<file path="src/sv/rgbhsv_pkg.sv">
// Package for the RGB to HSV converter: item types and sector codes.
// No dependencies.
package rgbhsv_pkg;

  typedef struct packed {
    logic [7:0] red;
    logic [7:0] green;
    logic [7:0] blue_chan;
  } in_item_t;

  typedef struct packed {
    logic [14:0] hue;
    logic [7:0]  saturation;
    logic [7:0]  brightness;
  } out_item_t;

  typedef enum logic [1:0] {
    SECT_RED   = 2'd0,
    SECT_GREEN = 2'd1,
    SECT_BLUE  = 2'd2,
    SECT_GREY  = 2'd3
  } sector_t;

  // Classified item handed from the front part to the back part.
  typedef struct packed {
    sector_t    sector;
    logic       neg;
    logic [7:0] diff_mag;
    logic [7:0] delta;
    logic [7:0] hi;
  } class_t;

endpackage

</file>
<file path="src/sv/rgbhsv_front.sv">
// Front part of the RGB to HSV converter: max, min, sector and difference.
// Depends on rgbhsv_pkg.
module rgbhsv_front (
  input  rgbhsv_pkg::in_item_t pix,
  output rgbhsv_pkg::class_t   cls
);

  logic [7:0] r, g, b, hi, lo;
  logic signed [8:0] diff;

  always_comb begin
    r = pix.red;
    g = pix.green;
    b = pix.blue_chan;
    hi = (r > g) ? r : g;
    hi = (hi > b) ? hi : b;
    lo = (r < g) ? r : g;
    lo = (lo < b) ? lo : b;
    cls.hi = hi;
    cls.delta = hi - lo;
    priority if (hi == lo) begin
      cls.sector = rgbhsv_pkg::SECT_GREY;
      diff = '0;
    end else if (hi == r) begin
      cls.sector = rgbhsv_pkg::SECT_RED;
      diff = $signed({1'b0, g}) - $signed({1'b0, b});
    end else if (hi == g) begin
      cls.sector = rgbhsv_pkg::SECT_GREEN;
      diff = $signed({1'b0, b}) - $signed({1'b0, r});
    end else begin
      cls.sector = rgbhsv_pkg::SECT_BLUE;
      diff = $signed({1'b0, r}) - $signed({1'b0, g});
    end
    cls.neg = diff[8];
    cls.diff_mag = diff[8] ? 8'(-diff) : diff[7:0];
  end

endmodule

</file>
<file path="src/sv/rgbhsv_divpipe.sv">
// Pipelined restoring divider, one quotient bit per stage.
// Carries a side payload along. No package dependency.
module rgbhsv_divpipe #(
  parameter int NUM_W = 8,
  parameter int DEN_W = 8,
  parameter int SIDE_W = 1
) (
  input  logic              clk,
  input  logic              rst_n,
  input  logic              en,
  input  logic              in_v,
  input  logic [NUM_W-1:0]  num,
  input  logic [DEN_W-1:0]  den,
  input  logic [SIDE_W-1:0] side,
  output logic              out_v,
  output logic [NUM_W-1:0]  quo,
  output logic [SIDE_W-1:0] side_out
);

  logic                v_r   [NUM_W+1];
  logic [DEN_W:0]      rem_r [NUM_W+1];
  logic [NUM_W-1:0]    n_r   [NUM_W+1];
  logic [NUM_W-1:0]    q_r   [NUM_W+1];
  logic [DEN_W-1:0]    d_r   [NUM_W+1];
  logic [SIDE_W-1:0]   s_r   [NUM_W+1];

  always_comb begin
    v_r[0] = in_v;
    rem_r[0] = '0;
    n_r[0] = num;
    q_r[0] = '0;
    d_r[0] = den;
    s_r[0] = side;
  end

  for (genvar k = 0; k < NUM_W; k++) begin : g_stage
    logic [DEN_W+1:0] trial;
    logic [DEN_W+1:0] sub;
    assign trial = {rem_r[k], n_r[k][NUM_W-1-k]};
    assign sub = trial - {2'b00, d_r[k]};
    always_ff @(posedge clk) begin
      if (!rst_n) begin
        v_r[k+1] <= 1'b0;
      end else if (en) begin
        v_r[k+1] <= v_r[k];
      end
      if (en) begin
        n_r[k+1] <= n_r[k];
        d_r[k+1] <= d_r[k];
        s_r[k+1] <= s_r[k];
        if (!sub[DEN_W+1]) begin
          rem_r[k+1] <= sub[DEN_W:0];
          q_r[k+1] <= q_r[k] | (NUM_W'(1) << (NUM_W-1-k));
        end else begin
          rem_r[k+1] <= trial[DEN_W:0];
          q_r[k+1] <= q_r[k];
        end
      end
    end
  end

  assign out_v = v_r[NUM_W];
  assign quo = q_r[NUM_W];
  assign side_out = s_r[NUM_W];

endmodule

</file>
<file path="src/sv/rgbhsv_back.sv">
// Back part of the RGB to HSV converter: hue and saturation division pipelines.
// Depends on rgbhsv_pkg and rgbhsv_divpipe.
module rgbhsv_back #(
  parameter int HUE_FRAC_BITS = 6
) (
  input  logic                    clk,
  input  logic                    rst_n,
  input  logic                    en,
  input  logic                    in_v,
  input  rgbhsv_pkg::class_t      cls,
  output logic                    out_v,
  output rgbhsv_pkg::out_item_t   res
);

  localparam int SCALE = 1 << HUE_FRAC_BITS;
  localparam int NUM_W = $clog2(360 * SCALE * 255 + 1);

  logic [NUM_W-1:0] hnum, snum;
  logic [NUM_W:0]   base, dterm, full;
  logic [NUM_W-1:0] hq, sq;
  logic [7:0]       side_h;
  logic             hv, sv;

  always_comb begin
    dterm = (NUM_W+1)'(60 * SCALE) * (NUM_W+1)'(cls.diff_mag);
    unique case (cls.sector)
      rgbhsv_pkg::SECT_RED:   base = cls.neg ? (NUM_W+1)'(360 * SCALE) * (NUM_W+1)'(cls.delta)
                                             : '0;
      rgbhsv_pkg::SECT_GREEN: base = (NUM_W+1)'(120 * SCALE) * (NUM_W+1)'(cls.delta);
      rgbhsv_pkg::SECT_BLUE:  base = (NUM_W+1)'(240 * SCALE) * (NUM_W+1)'(cls.delta);
      default:                base = '0;
    endcase
    full = cls.neg ? base - dterm : base + dterm;
    hnum = (cls.sector == rgbhsv_pkg::SECT_GREY) ? '0 : full[NUM_W-1:0];
    snum = NUM_W'(255) * NUM_W'(cls.delta);
  end

  rgbhsv_divpipe #(.NUM_W(NUM_W), .DEN_W(8), .SIDE_W(8)) u_hdiv (
    .clk, .rst_n, .en, .in_v, .num(hnum),
    .den((cls.delta == 8'd0) ? 8'd1 : cls.delta), .side(cls.hi),
    .out_v(hv), .quo(hq), .side_out(side_h)
  );

  rgbhsv_divpipe #(.NUM_W(NUM_W), .DEN_W(8), .SIDE_W(1)) u_sdiv (
    .clk, .rst_n, .en, .in_v, .num(snum),
    .den((cls.hi == 8'd0) ? 8'd1 : cls.hi), .side(1'b0),
    .out_v(sv), .quo(sq), .side_out()
  );

  assign out_v = hv & sv;
  assign res.hue = hq[14:0];
  assign res.saturation = sq[7:0];
  assign res.brightness = side_h;

endmodule

</file>
<file path="src/sv/rgb_to_hsv_pixel_converter.sv">
// Top level of the RGB to HSV converter: front, queue register, back, output.
// Depends on rgbhsv_pkg, rgbhsv_front and rgbhsv_back.
//
//  channel | direction | ports
//  input   | in        | in_valid, in_stall, in_data
//  result  | out       | out_valid, out_stall, out_data
//
// One item per clock sustained while the result side does not stall; an accepted item passes
// through the queue register, the divider stages (one per quotient bit) and the output
// register before it shows on out_valid. Reset clears all valid flags. A stall on the
// result side freezes the back pipeline; the front register still takes one item.
module rgb_to_hsv_pixel_converter #(
  parameter int HUE_FRAC_BITS = 6
) (
  input  logic                  clk,
  input  logic                  rst_n,
  input  logic                  in_valid,
  output logic                  in_stall,
  input  rgbhsv_pkg::in_item_t  in_data,
  output logic                  out_valid,
  input  logic                  out_stall,
  output rgbhsv_pkg::out_item_t out_data
);

  rgbhsv_pkg::class_t    cls, q_r;
  rgbhsv_pkg::out_item_t res;
  logic q_v_r, bv, en, out_v_r;
  rgbhsv_pkg::out_item_t out_r;

  rgbhsv_front u_front (.pix(in_data), .cls(cls));

  assign en = !out_v_r || !out_stall;
  assign in_stall = q_v_r && !en;

  always_ff @(posedge clk) begin
    if (!rst_n) begin
      q_v_r <= 1'b0;
    end else if (!in_stall) begin
      q_v_r <= in_valid;
    end
    if (!in_stall) begin
      q_r <= cls;
    end
  end

  rgbhsv_back #(.HUE_FRAC_BITS(HUE_FRAC_BITS)) u_back (
    .clk, .rst_n, .en, .in_v(q_v_r), .cls(q_r), .out_v(bv), .res(res)
  );

  always_ff @(posedge clk) begin
    if (!rst_n) begin
      out_v_r <= 1'b0;
    end else if (en) begin
      out_v_r <= bv;
    end
    if (en) begin
      out_r <= res;
    end
  end

  assign out_valid = out_v_r;
  assign out_data = out_r;

endmodule

</file>
<file path="config.mk">
export PLATFORM = sky130hd
export DESIGN_NAME = rgb_to_hsv_pixel_converter
export DESIGN_NICKNAME = d
export VERILOG_FILES = /design/src/sv/rgbhsv_pkg.sv /design/src/sv/rgbhsv_front.sv /design/src/sv/rgbhsv_divpipe.sv /design/src/sv/rgbhsv_back.sv /design/src/sv/rgb_to_hsv_pixel_converter.sv
export SDC_FILE = /design/constraint.sdc
export NUM_CORES = 2
export LEC_CHECK = 0
export BUFFER_PORTS_ARGS = -buffer_cell sky130_fd_sc_hd__buf_4
export CORE_UTILIZATION = 30
export CTS_CLUSTER_DIAMETER = 80
export CTS_CLUSTER_SIZE = 14
export DETAILED_ROUTE_END_ITERATION = 7
export PLACE_DENSITY = 0.53
export SETUP_SLACK_MARGIN = 0.02
export SYNTH_ARGS = -nofsm -noshare
export SYNTH_HDL_FRONTEND = slang
export SYNTH_SLANG_ARGS = --single-unit
</file>
<file path="constraint.sdc">
create_clock -name clk -period 115 [get_ports clk]
set_clock_uncertainty 0.15 [all_clocks]
set_input_delay 5.75 -clock clk [delete_from_list [all_inputs] [get_ports clk]]
set_output_delay 5.75 -clock clk [all_outputs]
set_load 0.02 [all_outputs]
</file>
==> metrics.txt <==
status=finished, final reports clean; die area=239000 um^2; FFs w/ async S/R, synth=0%; CTS tree=yes; number of max-cap violations=0; DRT Wirelength=107000 um; CTS Buf Count=133; Final Setup Violations=0; Cell variety after synth=64; FILL cells=22800; CP Cell Sequence=buf_4, and2_1, nand2_1, buf_4, inv_1, buf_4; buffer depth of the longest clock path=3; Synth Warn #=0; post_cts resized=0; row count=178; Slew headroom=17.3%; unrepaired setup endpoints after global routing=false; first-pass GRT wire length=180000 um; Congestion Overflow GR=0; WP data arrival=7.30 ns; worst slew pin tran=1.23 ns; most frequent cells in the layout=edfxtp_1, inv_1, ha_1, nand2_1, nor2_1; final worst-path cycle share=11.5%; commonest non-fill, non-tap cell in the layout=edfxtp_1; critical path's most frequent cell=buf_4; Die Y=489 um; syn avg cell area=14.0 um^2; CP max FO=28; CP peak stage delay=0.80 ns; Mapped Cells=5077; Area contributors post-synth=edfxtp_1, ha_1, mux2_2; DRT antenna net count=0; Post-synth EDFFs=1483; Root Driver=clkbuf_16; Final GP Congestion=0.759; initial core utilization=30.2%; core area=235000 um^2; H-tree level count=4; Slew Viols, Final=0; TritonCTS Sinks=1508; dominant cell type by area after synthesis=edfxtp_1; Antenna diodes=0; vias in the first global route=38100; num ports=61; Post-CTS Hold Buffers=0; number of buffers added on ports=60; Worst EP required=109.10 ns; DR vias/cell=4.29; post-synthesis instance area=71100 um^2; Tmin final=13.20 ns; Worst-Skew Late Latency=0.77 ns; initial antenna violation count=0; Avg WL per Cell=12.7 um; GRT Overall Usage=9.04%; drt pass-1 iters=5; Synth top area share=62.6%; nets@finish=5875; ys flop type=edfxtp_1; slowest stage cell on the critical path=and2_1; Min-Delay Path Class=reg2reg; DRC=0; register area share after synthesis=63.3%; die width=489 um; Crit. End Element=primary output; share of layout cells above drive strength 1=9.66%; largest net degree at the start of global routing=214; DRT iter0 DRCs=1698; via count=36200; CP startpoint kind=primary input; clock slew at reported path FFs=0.06 ns; Final Hold Fails=0; post-CTS setup repair buffer count=0; CP Class=in2out; Final HPWL DP=72200 um; Synth Register Bits=1508; Max Fclk=75.8 MHz; area grow syn2layout=11.6%; Fin Setup TNS=0 ns
## area by class of cell
type	instances	area [um^2]	area share, %
repair buffers	81	658	0.829
well taps	3150	3940	4.97
flip-flops and latches	1508	45000	56.7
multi-input cells	2883	23500	29.6
clock inverters	26	380	0.479
clock buffers	149	3430	4.32
inverters	645	2430	3.06
## synthesized netlist by cell type, drive strengths merged (24+ instances only)
library cell and n:
a211oi 51, a21boi 114, a21o 114, a21oi 125, and2 24, clkbuf 42, dfxtp 25, edfxtp 1483
fa 104, ha 491, inv 645, mux2 255, mux2i 67, nand2 327, nand2b 100, nor2 271
nor2b 106, o21ai 241, xnor2 193, xor2 161
## layer usage
metal	vias to the layer above	global-route usage [%]	wire length, um
li1	18300	-	-
met2	299	16.7	55400
met4	0	3.04	2830
met5	-	0	0
met3	174	1.94	3490
met1	17500	10.2	45100
## final timing paths
path	slack [ns]	end	startpoint	cells past startpoint
worst min register to register	0.24	u_back.u_hdiv.n_r[499]	u_back.u_hdiv.n_r[522]	0
worst max register to register	107.52	u_back.u_hdiv.g_stage[1].trial[8]	q_r[16]	24
worst min-delay path	0.24	u_back.u_hdiv.n_r[499]	u_back.u_hdiv.n_r[522]	0
worst max-delay path	101.80	in_stall	out_stall	6
## kinds of logic after synthesis
logic type	share of synthesized area, %
AO/OA/AOI/OAI	6.39
XOR/XNOR	4.36
adder cells (fa/ha/maj)	11.6
buffers and inverters	3.65
flip-flops	63.3
multiplexers	4.99
other	0.00527
AND/OR/NAND/NOR	5.72
## critical path, delay by kind of cell
| kind | cells | cell delay, ns |
|---|---|---|
| buffers and inverters | 4 | 0.62 |
| AND/OR/NAND/NOR | 2 | 0.92 |
## through the flow
step           hold slack (ns)  util, %  setup WS (ns)  instances  area [um^2]
2_1_floorplan            0.250        -          67.12       5081        71100
3_3_place_gp             0.250     32.1         101.78       8267        75600
3_5_place_dp             0.255     32.1         101.74       8267        75600
4_1_cts                  0.235     33.7         101.74       8442        79400
5_1_grt                  0.240     33.7         101.57       8442        79400
6_report                 0.236     33.7         101.80       8442        79400
## sequential cells by signal (all words and copies together) (netlist names)
name,flops
u_back.u_hdiv.q_r,105
u_back.u_sdiv.q_r,28
u_back.u_hdiv.quo,15
u_back.u_hdiv.g_stage.trial,212
u_back.u_hdiv.side_out,8
u_back.u_sdiv.n_r,216
u_back.u_hdiv.d_r,176
u_back.u_hdiv.out_v,1
q_r,27
out_valid,1
out_data,31
u_back.u_hdiv.v_r,21
u_back.u_sdiv.g_stage.trial,214
u_back.u_sdiv.quo,8
q_v_r,1
u_back.u_sdiv.d_r,176
u_back.u_sdiv.v_r,1
u_back.u_hdiv.n_r,91
u_back.u_hdiv.s_r,176
Power is not shown: default switching activity piles up to over one toggle a cycle in this logic, so the estimate is an artifact.
